[config.mk]
export PLATFORM = sky130hd
export DESIGN_NAME = calendar_timestamp_step
export DESIGN_NICKNAME = d
export VERILOG_FILES = /design/src/rtl/core/cts_pkg.sv /design/src/rtl/core/cts_front.sv /design/src/rtl/core/cts_scan.sv /design/src/rtl/core/cts_check.sv /design/src/rtl/core/cts_step.sv /design/src/rtl/core/calendar_timestamp_step.sv
export SDC_FILE = /design/constraint.sdc
export NUM_CORES = 1
export LEC_CHECK = 0
export BUFFER_PORTS_ARGS = -buffer_cell sky130_fd_sc_hd__buf_4
export CAP_MARGIN = 40
export CORE_ASPECT_RATIO = 1.25
export CORE_MARGIN = 8
export CORE_UTILIZATION = 60
export DETAILED_ROUTE_END_ITERATION = 10
export PLACE_DENSITY = 0.85
export SYNTH_ARGS = -nofsm -noshare
export SYNTH_HDL_FRONTEND = slang
export SYNTH_SLANG_ARGS = --single-unit
[constraint.sdc]
create_clock -name clock -period 8.9 [get_ports clock]
set_input_delay 1.335 -clock clock [delete_from_list [all_inputs] [get_ports clock]]
set_output_delay 1.335 -clock clock [all_outputs]
set_load 0.1 [all_outputs]
[src/rtl/core/cts_pkg.sv]
// Package for the calendar timestamp stepper: item types, stage records, constants.
package cts_pkg;

   // Step unit codes held in the unit mode register; code three acts as microsecond.
   typedef enum logic [1:0] {
      UNIT_DAY    = 2'd0,
      UNIT_SECOND = 2'd1,
      UNIT_MICRO  = 2'd2
   } unit_type;

   // Command codes
   localparam logic CMD_NEXT = 1'b0;
   localparam logic CMD_PREV = 1'b1;

   localparam logic [19:0]        MAX_USEC   = 20'd999999;
   localparam logic [5:0]         MAX_SEC    = 6'd59;
   localparam logic [5:0]         MAX_MIN    = 6'd59;
   localparam logic [4:0]         MAX_HOUR   = 5'd23;
   localparam logic [3:0]         LAST_MONTH = 4'd12;
   localparam logic [3:0]         FIRST_MONTH = 4'd1;
   localparam logic [4:0]         FIRST_DAY  = 5'd1;
   localparam logic [4:0]         LAST_DEC_DAY = 5'd31;
   localparam logic signed [15:0] YEAR_MIN   = -16'sd32768;
   localparam logic signed [15:0] YEAR_MAX   = 16'sd32767;

   // |year| / 25 as (|year| * 5243) >> 17, exact for |year| <= 32768
   localparam logic [12:0] RECIP_25    = 13'd5243;
   localparam int          RECIP_SHIFT = 17;

   typedef struct packed {
      logic                command;
      logic                in_null;
      logic signed [15:0]  in_year;
      logic [3:0]          in_month;
      logic [4:0]          in_day;
      logic [4:0]          in_hour;
      logic [5:0]          in_minute;
      logic [5:0]          in_second;
      logic [19:0]         in_microsecond;
   } req_type;

   typedef struct packed {
      logic                out_null;
      logic                bad_input;
      logic signed [15:0]  out_year;
      logic [3:0]          out_month;
      logic [4:0]          out_day;
      logic [4:0]          out_hour;
      logic [5:0]          out_minute;
      logic [5:0]          out_second;
      logic [19:0]         out_microsecond;
   } rsp_type;

   // Stage 1: captured item with fields finer than the unit forced to zero
   typedef struct packed {
      logic                valid;
      logic                prev;
      logic                isnull;
      logic                ge_sec;
      logic                ge_usec;
      logic signed [15:0]  year;
      logic [3:0]          month;
      logic [4:0]          day;
      logic [4:0]          hour;
      logic [5:0]          minute;
      logic [5:0]          second;
      logic [19:0]         usec;
      logic [16:0]         abs_year;
   } front_type;

   // Stage 2: quotient by 25 and time-of-day carry chain
   typedef struct packed {
      logic                valid;
      logic                prev;
      logic                isnull;
      logic                ge_sec;
      logic                ge_usec;
      logic signed [15:0]  year;
      logic [3:0]          month;
      logic [4:0]          day;
      logic [4:0]          hour;
      logic [5:0]          minute;
      logic [5:0]          second;
      logic [19:0]         usec;
      logic [16:0]         abs_year;
      logic [10:0]         quot;
      logic                time_ok;
      logic                c_usec;
      logic                c_sec;
      logic                c_min;
      logic                c_date;
   } mid_type;

   // Stage 3: validation and month lengths
   typedef struct packed {
      logic                valid;
      logic                prev;
      logic                isnull;
      logic                bad;
      logic                ge_sec;
      logic                ge_usec;
      logic signed [15:0]  year;
      logic [3:0]          month;
      logic [4:0]          day;
      logic [4:0]          hour;
      logic [5:0]          minute;
      logic [5:0]          second;
      logic [19:0]         usec;
      logic                c_usec;
      logic                c_sec;
      logic                c_min;
      logic                c_date;
      logic                day_last;
      logic [4:0]          prev_days;
   } chk_type;

   // Month length; month zero stands for December of the year before
   function automatic logic [4:0] days_in(input logic leap, input logic [3:0] month);
      logic [4:0] d;
      case (month) inside
         4'd2:                   d = leap ? 5'd29 : 5'd28;
         4'd4, 4'd6, 4'd9, 4'd11: d = 5'd30;
         default:                d = 5'd31;
      endcase
      return d;
   endfunction

endpackage

[src/rtl/core/cts_front.sv]
// Stage 1: item capture, unit masking and absolute year.
module cts_front
   import cts_pkg::*;
(
   input  logic      clock,
   input  logic      reset,
   input  logic      accept,
   input  req_type   req_data,
   input  logic [1:0] unit_mode,
   output front_type st_out
);

   front_type st_in, st_ff;
   logic [16:0] year_ext;

   always_comb begin
      st_in          = '0;
      st_in.valid    = accept;
      st_in.prev     = (req_data.command == CMD_PREV);
      st_in.isnull   = req_data.in_null;
      st_in.ge_sec   = (unit_mode != UNIT_DAY);
      st_in.ge_usec  = (unit_mode != UNIT_DAY) && (unit_mode != UNIT_SECOND);
      st_in.year     = req_data.in_year;
      st_in.month    = req_data.in_month;
      st_in.day      = req_data.in_day;
      st_in.hour     = st_in.ge_sec  ? req_data.in_hour        : 5'd0;
      st_in.minute   = st_in.ge_sec  ? req_data.in_minute      : 6'd0;
      st_in.second   = st_in.ge_sec  ? req_data.in_second      : 6'd0;
      st_in.usec     = st_in.ge_usec ? req_data.in_microsecond : 20'd0;
      year_ext       = {req_data.in_year[15], req_data.in_year};
      st_in.abs_year = req_data.in_year[15] ? (~year_ext + 17'd1) : year_ext;
   end

   always_ff @(posedge clock) begin
      if (reset) begin
         st_ff.valid <= 1'b0;
      end else begin
         st_ff <= st_in;
      end
   end

   assign st_out = st_ff;

endmodule

[src/rtl/core/cts_scan.sv]
// Stage 2: reciprocal multiply for the year and time-of-day carry chain.
module cts_scan
   import cts_pkg::*;
(
   input  logic      clock,
   input  logic      reset,
   input  front_type st_in_d,
   output mid_type   st_out
);

   mid_type     st_in, st_ff;
   logic [29:0] prod;
   logic        us_end, s_end, mi_end, h_end;

   always_comb begin
      prod   = 30'(st_in_d.abs_year) * 30'(RECIP_25);
      us_end = st_in_d.prev ? (st_in_d.usec == 20'd0)  : (st_in_d.usec == MAX_USEC);
      s_end  = st_in_d.prev ? (st_in_d.second == 6'd0) : (st_in_d.second == MAX_SEC);
      mi_end = st_in_d.prev ? (st_in_d.minute == 6'd0) : (st_in_d.minute == MAX_MIN);
      h_end  = st_in_d.prev ? (st_in_d.hour == 5'd0)   : (st_in_d.hour == MAX_HOUR);

      st_in          = '0;
      st_in.valid    = st_in_d.valid;
      st_in.prev     = st_in_d.prev;
      st_in.isnull   = st_in_d.isnull;
      st_in.ge_sec   = st_in_d.ge_sec;
      st_in.ge_usec  = st_in_d.ge_usec;
      st_in.year     = st_in_d.year;
      st_in.month    = st_in_d.month;
      st_in.day      = st_in_d.day;
      st_in.hour     = st_in_d.hour;
      st_in.minute   = st_in_d.minute;
      st_in.second   = st_in_d.second;
      st_in.usec     = st_in_d.usec;
      st_in.abs_year = st_in_d.abs_year;
      st_in.quot     = prod[RECIP_SHIFT +: 11];
      st_in.time_ok  = (st_in_d.hour <= MAX_HOUR) && (st_in_d.minute <= MAX_MIN)
                       && (st_in_d.second <= MAX_SEC) && (st_in_d.usec <= MAX_USEC);
      st_in.c_usec   = !st_in_d.ge_usec || us_end;
      st_in.c_sec    = st_in.c_usec && (!st_in_d.ge_sec || s_end);
      st_in.c_min    = st_in.c_sec  && (!st_in_d.ge_sec || mi_end);
      st_in.c_date   = st_in.c_min  && (!st_in_d.ge_sec || h_end);
   end

   always_ff @(posedge clock) begin
      if (reset) begin
         st_ff.valid <= 1'b0;
      end else begin
         st_ff <= st_in;
      end
   end

   assign st_out = st_ff;

endmodule

[src/rtl/core/cts_check.sv]
// Stage 3: leap year, month lengths and validation.
module cts_check
   import cts_pkg::*;
(
   input  logic    clock,
   input  logic    reset,
   input  mid_type st_in_d,
   output chk_type st_out
);

   chk_type     st_in, st_ff;
   logic [16:0] q25;
   logic        div25, leap, date_ok;
   logic [4:0]  mdays;

   always_comb begin
      q25   = 17'({st_in_d.quot, 4'b0000}) + 17'({st_in_d.quot, 3'b000})
              + 17'(st_in_d.quot);
      div25 = (q25 == st_in_d.abs_year);
      // divisible by 4, and not by 100 unless by 400 (25 * 16)
      leap  = (st_in_d.year[1:0] == 2'b00) && (!div25 || (st_in_d.year[3:0] == 4'b0000));
      mdays = days_in(leap, st_in_d.month);
      date_ok = (st_in_d.month >= FIRST_MONTH) && (st_in_d.month <= LAST_MONTH)
                && (st_in_d.day >= FIRST_DAY) && (st_in_d.day <= mdays);

      st_in           = '0;
      st_in.valid     = st_in_d.valid;
      st_in.prev      = st_in_d.prev;
      st_in.isnull    = st_in_d.isnull;
      st_in.bad       = !(date_ok && st_in_d.time_ok);
      st_in.ge_sec    = st_in_d.ge_sec;
      st_in.ge_usec   = st_in_d.ge_usec;
      st_in.year      = st_in_d.year;
      st_in.month     = st_in_d.month;
      st_in.day       = st_in_d.day;
      st_in.hour      = st_in_d.hour;
      st_in.minute    = st_in_d.minute;
      st_in.second    = st_in_d.second;
      st_in.usec      = st_in_d.usec;
      st_in.c_usec    = st_in_d.c_usec;
      st_in.c_sec     = st_in_d.c_sec;
      st_in.c_min     = st_in_d.c_min;
      st_in.c_date    = st_in_d.c_date;
      st_in.day_last  = (st_in_d.day >= mdays);
      st_in.prev_days = days_in(leap, st_in_d.month - 4'd1);
   end

   always_ff @(posedge clock) begin
      if (reset) begin
         st_ff.valid <= 1'b0;
      end else begin
         st_ff <= st_in;
      end
   end

   assign st_out = st_ff;

endmodule

[src/rtl/core/cts_step.sv]
// Stage 4: step the fields, range limits and result register.
module cts_step
   import cts_pkg::*;
(
   input  logic    clock,
   input  logic    reset,
   input  chk_type st_in_d,
   output logic    rsp_valid,
   output rsp_type rsp_data
);

   rsp_type res_in, res_ff;
   logic    rsp_valid_ff;
   logic    beyond;
   logic    p;

   always_comb begin
      p = st_in_d.prev;
      beyond = p ? ((st_in_d.year == YEAR_MIN) && (st_in_d.month == FIRST_MONTH)
                    && (st_in_d.day == FIRST_DAY) && st_in_d.c_date)
                 : ((st_in_d.year == YEAR_MAX) && (st_in_d.month == LAST_MONTH)
                    && (st_in_d.day == LAST_DEC_DAY) && st_in_d.c_date);

      res_in = '0;
      if (st_in_d.isnull || (!st_in_d.bad && beyond)) begin
         res_in.out_null = 1'b1;
      end else if (st_in_d.bad) begin
         res_in.bad_input = 1'b1;
      end else begin
         // time of day
         if (!st_in_d.ge_usec) begin
            res_in.out_microsecond = 20'd0;
         end else if (st_in_d.c_usec) begin
            res_in.out_microsecond = p ? MAX_USEC : 20'd0;
         end else begin
            res_in.out_microsecond = p ? st_in_d.usec - 20'd1 : st_in_d.usec + 20'd1;
         end

         if (st_in_d.ge_sec && st_in_d.c_usec) begin
            if (st_in_d.c_sec) res_in.out_second = p ? MAX_SEC : 6'd0;
            else res_in.out_second = p ? st_in_d.second - 6'd1 : st_in_d.second + 6'd1;
         end else begin
            res_in.out_second = st_in_d.second;
         end

         if (st_in_d.ge_sec && st_in_d.c_sec) begin
            if (st_in_d.c_min) res_in.out_minute = p ? MAX_MIN : 6'd0;
            else res_in.out_minute = p ? st_in_d.minute - 6'd1 : st_in_d.minute + 6'd1;
         end else begin
            res_in.out_minute = st_in_d.minute;
         end

         if (st_in_d.ge_sec && st_in_d.c_min) begin
            if (st_in_d.c_date) res_in.out_hour = p ? MAX_HOUR : 5'd0;
            else res_in.out_hour = p ? st_in_d.hour - 5'd1 : st_in_d.hour + 5'd1;
         end else begin
            res_in.out_hour = st_in_d.hour;
         end

         // date
         res_in.out_year  = st_in_d.year;
         res_in.out_month = st_in_d.month;
         res_in.out_day   = st_in_d.day;
         if (st_in_d.c_date) begin
            if (!p) begin
               if (st_in_d.day_last) begin
                  res_in.out_day = FIRST_DAY;
                  if (st_in_d.month == LAST_MONTH) begin
                     res_in.out_month = FIRST_MONTH;
                     res_in.out_year  = st_in_d.year + 16'sd1;
                  end else begin
                     res_in.out_month = st_in_d.month + 4'd1;
                  end
               end else begin
                  res_in.out_day = st_in_d.day + 5'd1;
               end
            end else begin
               if (st_in_d.day == FIRST_DAY) begin
                  res_in.out_day = st_in_d.prev_days;
                  if (st_in_d.month == FIRST_MONTH) begin
                     res_in.out_month = LAST_MONTH;
                     res_in.out_year  = st_in_d.year - 16'sd1;
                  end else begin
                     res_in.out_month = st_in_d.month - 4'd1;
                  end
               end else begin
                  res_in.out_day = st_in_d.day - 5'd1;
               end
            end
         end
      end
   end

   always_ff @(posedge clock) begin
      if (reset) begin
         rsp_valid_ff <= 1'b0;
      end else begin
         rsp_valid_ff <= st_in_d.valid;
      end
   end

   always_ff @(posedge clock) begin
      res_ff <= res_in;
   end

   assign rsp_valid = rsp_valid_ff;
   assign rsp_data  = res_ff;

endmodule

[src/rtl/core/calendar_timestamp_step.sv]
// Top level of the calendar timestamp stepper: unit register and four-stage pipeline.
//
//   channel   ports                          handshake
//   -------   ----------------------------   ------------------------------------
//   request   start, busy, req_data          taken when start & !busy
//   result    rsp_valid, rsp_data            one-cycle strobe, cannot be held off
//   csr       csr_valid, csr_ready, csr_data written when csr_valid & csr_ready
//
// Four register stages, and one item per cycle is sustained while reset is low. The
// stages are: capture/mask, year reciprocal multiply and time carry chain, leap year
// and validation, field stepping into the result reg.
// Synchronous active-high reset empties the pipeline and sets the unit to
// microsecond; busy is high only while reset is held. The result side has no
// backpressure, so the pipeline never stalls.
module calendar_timestamp_step
   import cts_pkg::*;
(
   input  logic       clock,
   input  logic       reset,
   input  logic       start,
   output logic       busy,
   input  req_type    req_data,
   output logic       rsp_valid,
   output rsp_type    rsp_data,
   input  logic       csr_valid,
   output logic       csr_ready,
   input  logic [1:0] csr_data
);

   logic [1:0] unit_mode_ff, unit_mode_in;
   logic       accept;
   front_type  front_st;
   mid_type    mid_st;
   chk_type    chk_st;

   // items are refused only while reset is applied
   assign busy      = reset;
   assign accept    = start && !busy;
   assign csr_ready = 1'b1;

   // unit register: code three behaves as microsecond downstream
   assign unit_mode_in = (csr_valid && csr_ready) ? csr_data : unit_mode_ff;

   always_ff @(posedge clock) begin
      if (reset) begin
         unit_mode_ff <= UNIT_MICRO;
      end else begin
         unit_mode_ff <= unit_mode_in;
      end
   end

   // stage 1: capture, drop fields finer than the unit, |year|
   cts_front u_front (
      .clock     (clock),
      .reset     (reset),
      .accept    (accept),
      .req_data  (req_data),
      .unit_mode (unit_mode_ff),
      .st_out    (front_st)
   );

   // stage 2: |year| / 25 by reciprocal, wrap flags of the time fields
   cts_scan u_scan (
      .clock   (clock),
      .reset   (reset),
      .st_in_d (front_st),
      .st_out  (mid_st)
   );

   // stage 3: leap year, month length, validation
   cts_check u_check (
      .clock   (clock),
      .reset   (reset),
      .st_in_d (mid_st),
      .st_out  (chk_st)
   );

   // stage 4: carry/borrow into the date, range ends, result register
   cts_step u_step (
      .clock     (clock),
      .reset     (reset),
      .st_in_d   (chk_st),
      .rsp_valid (rsp_valid),
      .rsp_data  (rsp_data)
   );

endmodule

### Yosys cells after proc, flatten, opt, wreduce, memory -nomap -nowiden

Cells that the tools add are included.

* register bits: 329
* input bits: 70
* output and inout port bits: 67
* word-level logic and storage cells: 198

* $add $sub $neg: 18
* $mul: 1
* magnitude comparators: 9
* eq/ne operators: 22
* muxes and demuxes: 37
* bitwise operators: 2
* reduce and logical (&&, ||, !) cells: 46

Operators by type and width (count)
* $mux 20: 5
* $mux 25: 2
* $mux 6: 7
* $mux 5: 8
* $eq 16x16->1 const B: 2
* $mux 16: 2
* $mul 17x13->28 const B: 1
* $logic_and 1x1->1: 23
* $add 20x1->20 const B: 1
* $eq 20x20->1 const B: 1
* $eq 4x4->1 const B: 5
* $le 20x20->1 const B: 1
* $logic_not 20->1: 1
* $sub 20x1->20 const B: 1
* $add 17x1->17 const B: 1
* $add 17x11->17: 1
* $eq 17x17->1: 1
* $not 17->17: 1
* $add 15x14->16: 1
* $add 16x2->16 const B: 1
* $eq 4x3->1 const B: 4
* $sub 16x2->16 const B: 1
* $mux 15: 1
* $add 6x1->6 const B: 2
* 31 further kinds: 61

### Logic depth before layout (Yosys ltp)

Gate-level depths: netlist of run 1.

* depth after elaboration: 12
* gate-level depth with buffers: 23
* mapped depth without buffers: 23

### By module

From an unflattened synthesis of run 1, not the netlist that was laid out.

* cells, all modules: 1601
* area, all modules: 18743.0 um2

Modules (own cells, without submodules)
* cts_scan: times used 1, cells an instance 574, area each 7324.5 um2, seq. area each 2992.9 um2
* cts_step: times used 1, cells an instance 607, area each 4744.6 um2, seq. area each 1301.2 um2
* cts_check: times used 1, cells an instance 235, area each 3460.8 um2, seq. area each 2242.2 um2
* cts_front: times used 1, cells an instance 175, area each 3119.2 um2, seq. area each 2482.4 um2
* calendar_timestamp_step: times used 1, cells an instance 10, area each 93.8 um2, seq. area each 40.0 um2

### Worst setup path before layout of run 1

Ideal clock, no wire load.

* path kind: input to register
* start: input port reset
* end: register u_check.st_ff (netlist bit u_check.st_out[0]) (enable)
* library setup time: 0.604 ns
* arrival time: 6.240 ns
* slack: 2.056 ns
* cell stages on the path: 1
* cell sequence: inv_1

RTL lines
* from (decl): RTL line calendar_timestamp_step.sv:19 `input logic reset,`
* to (signal assigned): RTL line cts_check.sv:52 `st_ff <= st_in;`
* to (decl): RTL line cts_check.sv:11 `chk_type st_in, st_ff;`

No word-level cell between the ends.

### Worst setup path after layout of run 1

* start: register u_front.st_ff (netlist bit u_front.st_out[8])
* end: register u_scan.st_ff (netlist bit u_scan.st_out[15]) (data pin)

* word-level cells in the longest chain between the ends: 1

RTL lines
* from (decl): RTL line cts_front.sv:13 `front_type st_in, st_ff;`
* from (signal assigned): RTL line cts_front.sv:38 `st_ff <= st_in;`
* $mul 17x13->28: RTL line cts_scan.sv:16 `prod = 30'(st_in_d.abs_year) * 30'(RECIP_25);`
* net u_scan.prod[27]: RTL line cts_scan.sv:12 `logic [29:0] prod;`
* to (signal assigned): RTL line cts_scan.sv:49 `st_ff <= st_in;`
* to (decl): RTL line cts_scan.sv:11 `mid_type st_in, st_ff;`

The timed path passes the listed nets, and every way through them passes these cells.
A chain may end at the register's enable or synchronous reset.

==> run metrics, run 1 <==
Avg Vias per Cell=5.699; count of endpoints failing setup in the final report=0; Cell variety after synth=73; remaining antenna violation count=0; Top Ports=137; result of the run=finished, final reports clean; Max FO, Critical Path=7; count of final hold-check violations=0; post-synthesis simple-gate area fraction=0.1050; reg-to-reg critical path startpoint=u_front.st_out[8]; net total in the final layout=~2,000; Num CTS Buffers=35; number of instances resized during post-cts repair=0; summed instance area of the synthesized netlist=18,160 um2; Antenna Cells=0; remaining global-route overflow=0; multiplexer fraction of the synthesized cell area=0.003926; placed standard-cell area=19,640 um2; total wire length=38,340 um; GRT Util Overall=0.2137; number of rows created at floorplan=slightly above 70; synth warn=0; count of maximum capacitance violations=0; critical path startpoint category=register; Finished Cell Area=a little over 20,000 um2; number of flops mapped to enable cells by yosys=254; Mapped Avg Cell Area=11.83 um2; DRC violations left=0; post-synthesis net count=about 1,900; vias after detailed routing=between 10,000 and 15,000; maximum root-to-sink buffer count=3; category of the critical setup timing path=reg2reg; time the worst path needs with I/O delays and setup=between 5000 and 6000 ps; fraction of the mapped netlist area in compound gates=0.09313; # hold bufs at CTS=0; Die Outline Area=between 30,000 and 40,000 um2; setup slack after placement=3602 ps; origin of the worst min-delay path=u_front.st_out[81]; H-tree depth=2; part of the Yosys area used for sequential elements=0.4971; most frequent cells in the layout=sky130_fd_sc_hd__edfxtp_1 (254), sky130_fd_sc_hd__inv_1 (174), sky130_fd_sc_hd__ha_1 (164), sky130_fd_sc_hd__buf_4 (143), sky130_fd_sc_hd__nor2_1 (111); asr flop ratio synth=0; gp weighted congestion=~0.9; insertion delay of the later-clocked pin in the worst-skew pair=roughly 540 ps; worst min-delay path class=reg2reg; via count of the first global-routing pass=12,370; area grow syn2layout=14.03%; smallest hold slack=between 300 and 400 ps; maximum vdd ir drop=about 290 uV; Core Region=between 20,000 and 30,000 um2; Post-Synthesis Cells=about 1,500; final-report max-slew violation count=0; part of the cycle the worst path needs=0.6006; type of destination of the critical path=register; total negative setup slack=0 ps; Pwr Density=350.3 nW/um2; Top FF cell, synth=sky130_fd_sc_hd__edfxtp_1; utilization after layout=0.6919; number of detailed-route iterations in the first pass=5; unrepaired setup endpoints after global routing=no; Fill cells=2,039; CTS tree=built; least setup slack across all paths after layout=between 3000 and 4000 ps; Die Y-Extent=about 210 um; Worst Skew=~24 ps; slew margin rel.=0.4582; actual slew at the worst max-slew pin=around 810 ps; count of input and output buffers=~140; leakage power total=8.722 nW; adder and majority cell fraction of the synthesized area=0.2078; number of sinks handled by clock tree synthesis=324; layout cells sized above 1=0.1246; fmax=187.1 MHz; Clock transition at path regs=about 60 ps; startpoint of the most critical setup path=u_front.st_out[8]; leading cell type in the layout, fill and taps excluded=sky130_fd_sc_hd__edfxtp_1; largest family of logic cells by synthesized area=adder cells; width of the die=171.6 um; HPWL after DPL=slightly below 30,000 um; first-pass GRT wire length=between 60,000 and 70,000 um; arrival time reported for the critical path endpoint=approximately 5600 ps; initial standard-cell utilization of the core=0.6067; synthesized-area fraction occupied by xor and xnor cells=0.04884; maximum number of pins on one net before global-route repair=roughly 110; data required time of the worst path=between 9000 and 10,000 ps; antenna violations before repair=0; DRC marker count from the first detailed-route iteration=slightly above 900; count of buffers added by post-CTS timing repair for setup=0; mean routed wirelength per cell=approximately 18 um; Root Driver=sky130_fd_sc_hd__clkbuf_16; #FFs+latches synth=between 300 and 400
## flip-flops by register name, summed over array words and instances, names as in the netlist
name and cells:
u_scan.st_out 99, u_front.st_out 83, u_check.st_out 75, u_step.rsp_data 64, unit_mode_ff 2, u_step.rsp_valid 1
## per-layer routing
| layer | track usage | vias to the layer above | wire length [um] | part of all wire |
|---|---|---|---|---|
| li1 | - | 5705 | - | - |
| met1 | 0.2541 | 5780 | 14850 | 0.39 |
| met2 | 0.3811 | 451 | 19630 | 0.51 |
| met3 | 0.03294 | 89 | 2619 | 0.068 |
| met4 | 0.08441 | 0 | 1232 | 0.032 |
| met5 | 0 | - | 0 | 0 |
## stage by stage
stage,std cells,total power [mW]
6_report,2110,7.256
5_1_grt,2110,7.829
4_1_cts,2110,7.257
3_5_place_dp,2049,5.847
3_3_place_gp,2048,5.691
2_1_floorplan,1536,5.032
## Yosys cell counts (all sizes together) (11+ instances only)
library cell | number | share of area
a21oi | 73 | 0.021
or3 | 12 | 0.0041
o31ai | 11 | 0.0048
and2 | 28 | 0.0096
fa | 86 | 0.095
nor2 | 111 | 0.023
nand3 | 27 | 0.0074
a211oi | 12 | 0.0050
dfxtp | 70 | 0.077
xor2 | 41 | 0.020
edfxtp | 254 | 0.42
inv | 175 | 0.036
o21ai | 83 | 0.023
a31oi | 14 | 0.0048
nor3 | 30 | 0.0083
nand2 | 71 | 0.015
nand2b | 11 | 0.0038
clkbuf | 22 | 0.0046
ha | 164 | 0.11
nand4 | 14 | 0.0048
nor2b | 29 | 0.010
xnor2 | 53 | 0.027
a21o | 24 | 0.0099
## worst paths after layout
kind	to	slack (ps)	cells past startpoint
min reg2reg	u_scan.st_out[97]	400	0
max reg2reg	u_scan.st_out[15]	3550	19
max	u_scan.st_out[15]	3550	19
min	u_scan.st_out[97]	400	0
## area by class of cell
cell class,instances,area [um2],area share
Clock buffer,43,937.1,0.04525
Clock inverter,18,140.1,0.006766
Inverter,175,664.4,0.03208
Multi-Input combinational cell,1005,8339,0.4026
Sequential cell,324,9029,0.4359
Tap cell,401,501.7,0.02422
Timing Repair Buffer,144,1101,0.05316
## power by group
part | internal [mW] | total, mW | switching (mW) | leakage [nW]
clock network | 0.783 | 1.37 | 0.587 | 0.523
registers | 1.86 | 1.98 | 0.122 | 3.06
logic | 1.75 | 3.91 | 2.16 | 5.14
total | 4.39 | 7.26 | 2.87 | 8.72
## cell families after synthesis
kind of cell,after synthesis
buf+inv,207
fa+ha+maj,250
other cells,2
compound gates,271
mux,7
xor+xnor,96
flops,324
simple gates,379
## critical path, stage by stage, from the launching register on
cell and delay, ps:
sky130_fd_sc_hd__edfxtp_1 540, sky130_fd_sc_hd__ha_1 380, sky130_fd_sc_hd__inv_1 60, sky130_fd_sc_hd__fa_1 510
sky130_fd_sc_hd__inv_1 50, sky130_fd_sc_hd__fa_1 500, sky130_fd_sc_hd__inv_1 50, sky130_fd_sc_hd__fa_1 460
sky130_fd_sc_hd__fa_1 540, sky130_fd_sc_hd__inv_1 40, sky130_fd_sc_hd__ha_1 290, sky130_fd_sc_hd__o2111ai_1 120
sky130_fd_sc_hd__nor2_1 120, sky130_fd_sc_hd__o21ai_0 100, sky130_fd_sc_hd__o21ai_0 160, sky130_fd_sc_hd__nand2_1 160
sky130_fd_sc_hd__o311ai_0 520, sky130_fd_sc_hd__a31o_2 260, sky130_fd_sc_hd__a21oi_1 80, sky130_fd_sc_hd__xnor2_1 130
(Power assumes the default switching activity.)
==> run 2, diff against run 1 <==
--- a/config.mk
+++ b/config.mk
@@ -5,13 +5,14 @@
 export SDC_FILE = /design/constraint.sdc
 export NUM_CORES = 1
 export LEC_CHECK = 0
+export ABC_AREA = 1
 export BUFFER_PORTS_ARGS = -buffer_cell sky130_fd_sc_hd__buf_4
 export CAP_MARGIN = 40
 export CORE_ASPECT_RATIO = 1.25
 export CORE_MARGIN = 8
 export CORE_UTILIZATION = 60
 export DETAILED_ROUTE_END_ITERATION = 10
-export PLACE_DENSITY = 0.85
+export PLACE_DENSITY = 0.84
 export SYNTH_ARGS = -nofsm -noshare
 export SYNTH_HDL_FRONTEND = slang
 export SYNTH_SLANG_ARGS = --single-unit
==> constraint.sdc (replaced) <==
create_clock -name clock -period 5.06 [get_ports clock]
set_input_delay 0.759 -clock clock [delete_from_list [all_inputs] [get_ports clock]]
set_output_delay 0.759 -clock clock [all_outputs]
set_load 0.1 [all_outputs]
==> run metrics, run 2 <==
top post-synthesis cells by count=sky130_fd_sc_hd__inv_1 (338), sky130_fd_sc_hd__nand2_1 (297), sky130_fd_sc_hd__edfxtp_1 (254); Cell variety after synth=58 (-21%); vias after detailed routing=13,700 (+14%); Core Region=31,510 um2 (+5.3%); fmax=210.6 MHz (+13%); total wire length=42,520 um (+11%); Clock transition at path regs=60 ps (about the same); Num CTS Buffers=34 (-2.9%); mean routed wirelength per cell=17.18 um (-5.4%); via count of the first global-routing pass=14,080 (+14%); CTS tree=built; top-area cell type share of the netlist area=0.4009 (-0.01905); number of detailed-route iterations in the first pass=6 (+1); count of endpoints failing setup in the final report=0 (unchanged); maximum vdd ir drop=480.3 uV (+66%); Worst Skew=14.03 ps (-9.954 ps); count of final hold-check violations=0 (unchanged); width of the die=175.3 um (+2.1%); data required time of the worst path=5340 ps (-3820 ps); asr flop ratio synth=0 (unchanged); library cell with the highest instance count after synthesis=sky130_fd_sc_hd__inv_1; worst stage delay on the critical path=540 ps (about the same); GRT Util Overall=0.2264 (+0.01264); initial standard-cell utilization of the core=0.6038 (-0.002909); result of the run=finished, final reports clean; Antenna Cells=0 (unchanged); DRC violations left=0 (unchanged); type of destination of the critical path=register; antenna violations before repair=0 (unchanged); #FFs+latches synth=324 (unchanged); arrival time reported for the critical path endpoint=5030 ps (-570 ps); layout cells sized above 1=0.1139 (-0.01072); cell with the largest stage delay on the worst path=sky130_fd_sc_hd__fa_1; Top FF cell, synth=sky130_fd_sc_hd__edfxtp_1; gp weighted congestion=0.9371 (+3.7%); first-pass GRT wire length=69,200 um (+13%); time the worst path needs with I/O delays and setup=4749 ps (-596.4 ps); part of the Yosys area used for sequential elements=0.4745 (-0.02255); count of buffers added by post-CTS timing repair for setup=0 (unchanged); HPWL after DPL=33,340 um (+15%); setup slack after placement=352.5 ps (-3250 ps); remaining antenna violation count=0 (unchanged); Die Y-Extent=215.1 um (+2.2%); leakage power total=9.865 nW (+13%); maximum root-to-sink buffer count=3 (unchanged); # hold bufs at CTS=0 (unchanged); leading cell type in the layout, fill and taps excluded=sky130_fd_sc_hd__inv_1; insertion delay of the later-clocked pin in the worst-skew pair=530 ps (about the same); category of the critical setup timing path=reg2reg; Root Driver=sky130_fd_sc_hd__clkbuf_16; number of flops mapped to enable cells by yosys=254 (unchanged); Largest register FFs=99 (unchanged); slew margin rel.=0.4326 (-0.02560); worst min-delay path class=reg2reg; Post-Synthesis Cells=1,879 (+22%); net total in the final layout=2,357 (+18%); post-synthesis net count=2,199 (+18%); number of instances resized during post-cts repair=0 (unchanged); maximum number of pins on one net before global-route repair=70 (-38%); Avg Vias per Cell=5.536 (-2.9%); count of input and output buffers=135 (unchanged); H-tree depth=2 (unchanged); area grow syn2layout=13.55%; final-report max-slew violation count=0 (unchanged); part of the cycle the worst path needs=0.9386 (+0.3380); least setup slack across all paths after layout=310.6 ps (-3244 ps); actual slew at the worst max-slew pin=845.9 ps (+33.17 ps); top cells by area in the synthesized netlist=sky130_fd_sc_hd__edfxtp_1 (40%), sky130_fd_sc_hd__ha_1 (11%), sky130_fd_sc_hd__fa_1 (9.0%), sky130_fd_sc_hd__dfxtp_1 (7.4%), sky130_fd_sc_hd__inv_1 (6.7%); critical path startpoint category=register; sequence of cells on the critical path=ha_1 > inv_1 > fa_1 > inv_1 > fa_1 > inv_1 > fa_1 > fa_1 > inv_1 > ha_1 > nand2_1 > nand2_1 > a31oi_1 > o21bai_1 > a221oi_1 > nand2_1 > xor2_1; count of maximum capacitance violations=0 (unchanged); Mapped Avg Cell Area=10.13 um2 (-14%); DRC marker count from the first detailed-route iteration=1,005 (+8.2%); total negative setup slack=0 ps (unchanged); most frequent cells in the layout=sky130_fd_sc_hd__inv_1 (337), sky130_fd_sc_hd__nand2_1 (297), sky130_fd_sc_hd__edfxtp_1 (254), sky130_fd_sc_hd__ha_1 (164), sky130_fd_sc_hd__nor2_1 (149); unrepaired setup endpoints after global routing=no; number of rows created at floorplan=73 (+2.8%); largest area contributor in the netlist=sky130_fd_sc_hd__edfxtp_1; Die Outline Area=37,700 um2 (+4.3%); number of sinks handled by clock tree synthesis=324 (unchanged); summed instance area of the synthesized netlist=19,030 um2 (+4.8%); Top Ports=137 (unchanged); remaining global-route overflow=0 (unchanged); synth warn=0 (unchanged); Max FO, Critical Path=7 (unchanged); Pwr Density=651.2 nW/um2 (+86%); Fill cells=2,387 (+17%)
run 2: changes by cell type after synthesis, moves of 29 or more:
cell | previous run | this run
sky130_fd_sc_hd__nand2_1 | 71 | 297
sky130_fd_sc_hd__nor2_1 | 111 | 149
sky130_fd_sc_hd__nand3_1 | 27 | 70
sky130_fd_sc_hd__xnor2_1 | 52 | 18
sky130_fd_sc_hd__nor2b_1 | 29 | 0
sky130_fd_sc_hd__inv_1 | 175 | 338
run 2: final timing paths:
check                          start                 to  slack, ps  depth (start not counted)
setup / recovery   u_front.st_out[8]  u_scan.st_out[14]        310                         17
hold / removal    u_front.st_out[83]  u_scan.st_out[99]        400                          2
setup reg to reg   u_front.st_out[8]  u_scan.st_out[14]        310                         17
hold reg to reg   u_front.st_out[83]  u_scan.st_out[99]        400                          2
run 2: report_power, final:
part	internal [mW]	switching, mW
clock	1.40	1.01
sequential	3.29	0.207
combinational	3.02	5.14
run 2: critical path, delay by kind of cell (launching register included):
| family | cells | cell delay [ps] |
|---|---|---|
| XOR/XNOR | 1 | 140 |
| AND/OR/NAND/NOR | 3 | 250 |
| adder cells (fa/ha/maj) | 6 | 2740 |
| flip-flops | 1 | 530 |
| buffers and inverters | 4 | 230 |
| AO/OA/AOI/OAI | 3 | 620 |
run 2: layout make-up:
class / count / area [um2] / area share
multi-input combinational: 1192 / 8571 / 0.3967
sequential: 324 / 9029 / 0.4179
timing repair buffer: 142 / 1116 / 0.05166
clock buffer: 48 / 934.6 / 0.04326
inverter: 343 / 1299 / 0.06011
clock inverter: 14 / 140.1 / 0.006486
tap: 412 / 515.5 / 0.02386
run 2: logic make-up (layout without fill, tap and decap cells):
family,count (synthesis),in the layout,synth area share
simple gates,617,617,0.1411
buf+inv,363,547,0.07503
flops,324,324,0.4745
compound gates,257,257,0.08029
fa+ha+maj,250,250,0.1983
xor+xnor,66,66,0.03038
other cells,2,2,0.0003947
run 2: stage by stage:
step	util	hold slack [ps]	area (um2)	power, mW	std cells
2_1_floorplan	-	388.3	19030	9.645	1879
3_3_place_gp	0.6509	390.4	20510	11.39	2412
3_5_place_dp	0.6515	397.6	20530	11.56	2413
4_1_cts	0.6856	391.2	21600	14.05	2475
5_1_grt	0.6856	391.5	21600	15.31	2475
6_report	0.6856	403.0	21600	14.07	2475
run 2: routing by layer:
layer,wire length (um),global-route usage,vias up
met2,21750,0.4044,491
met1,16640,0.2666,6502
met5,0,0,-
met3,2412,0.03280,120
li1,-,-,6589
met4,1716,0.09793,0
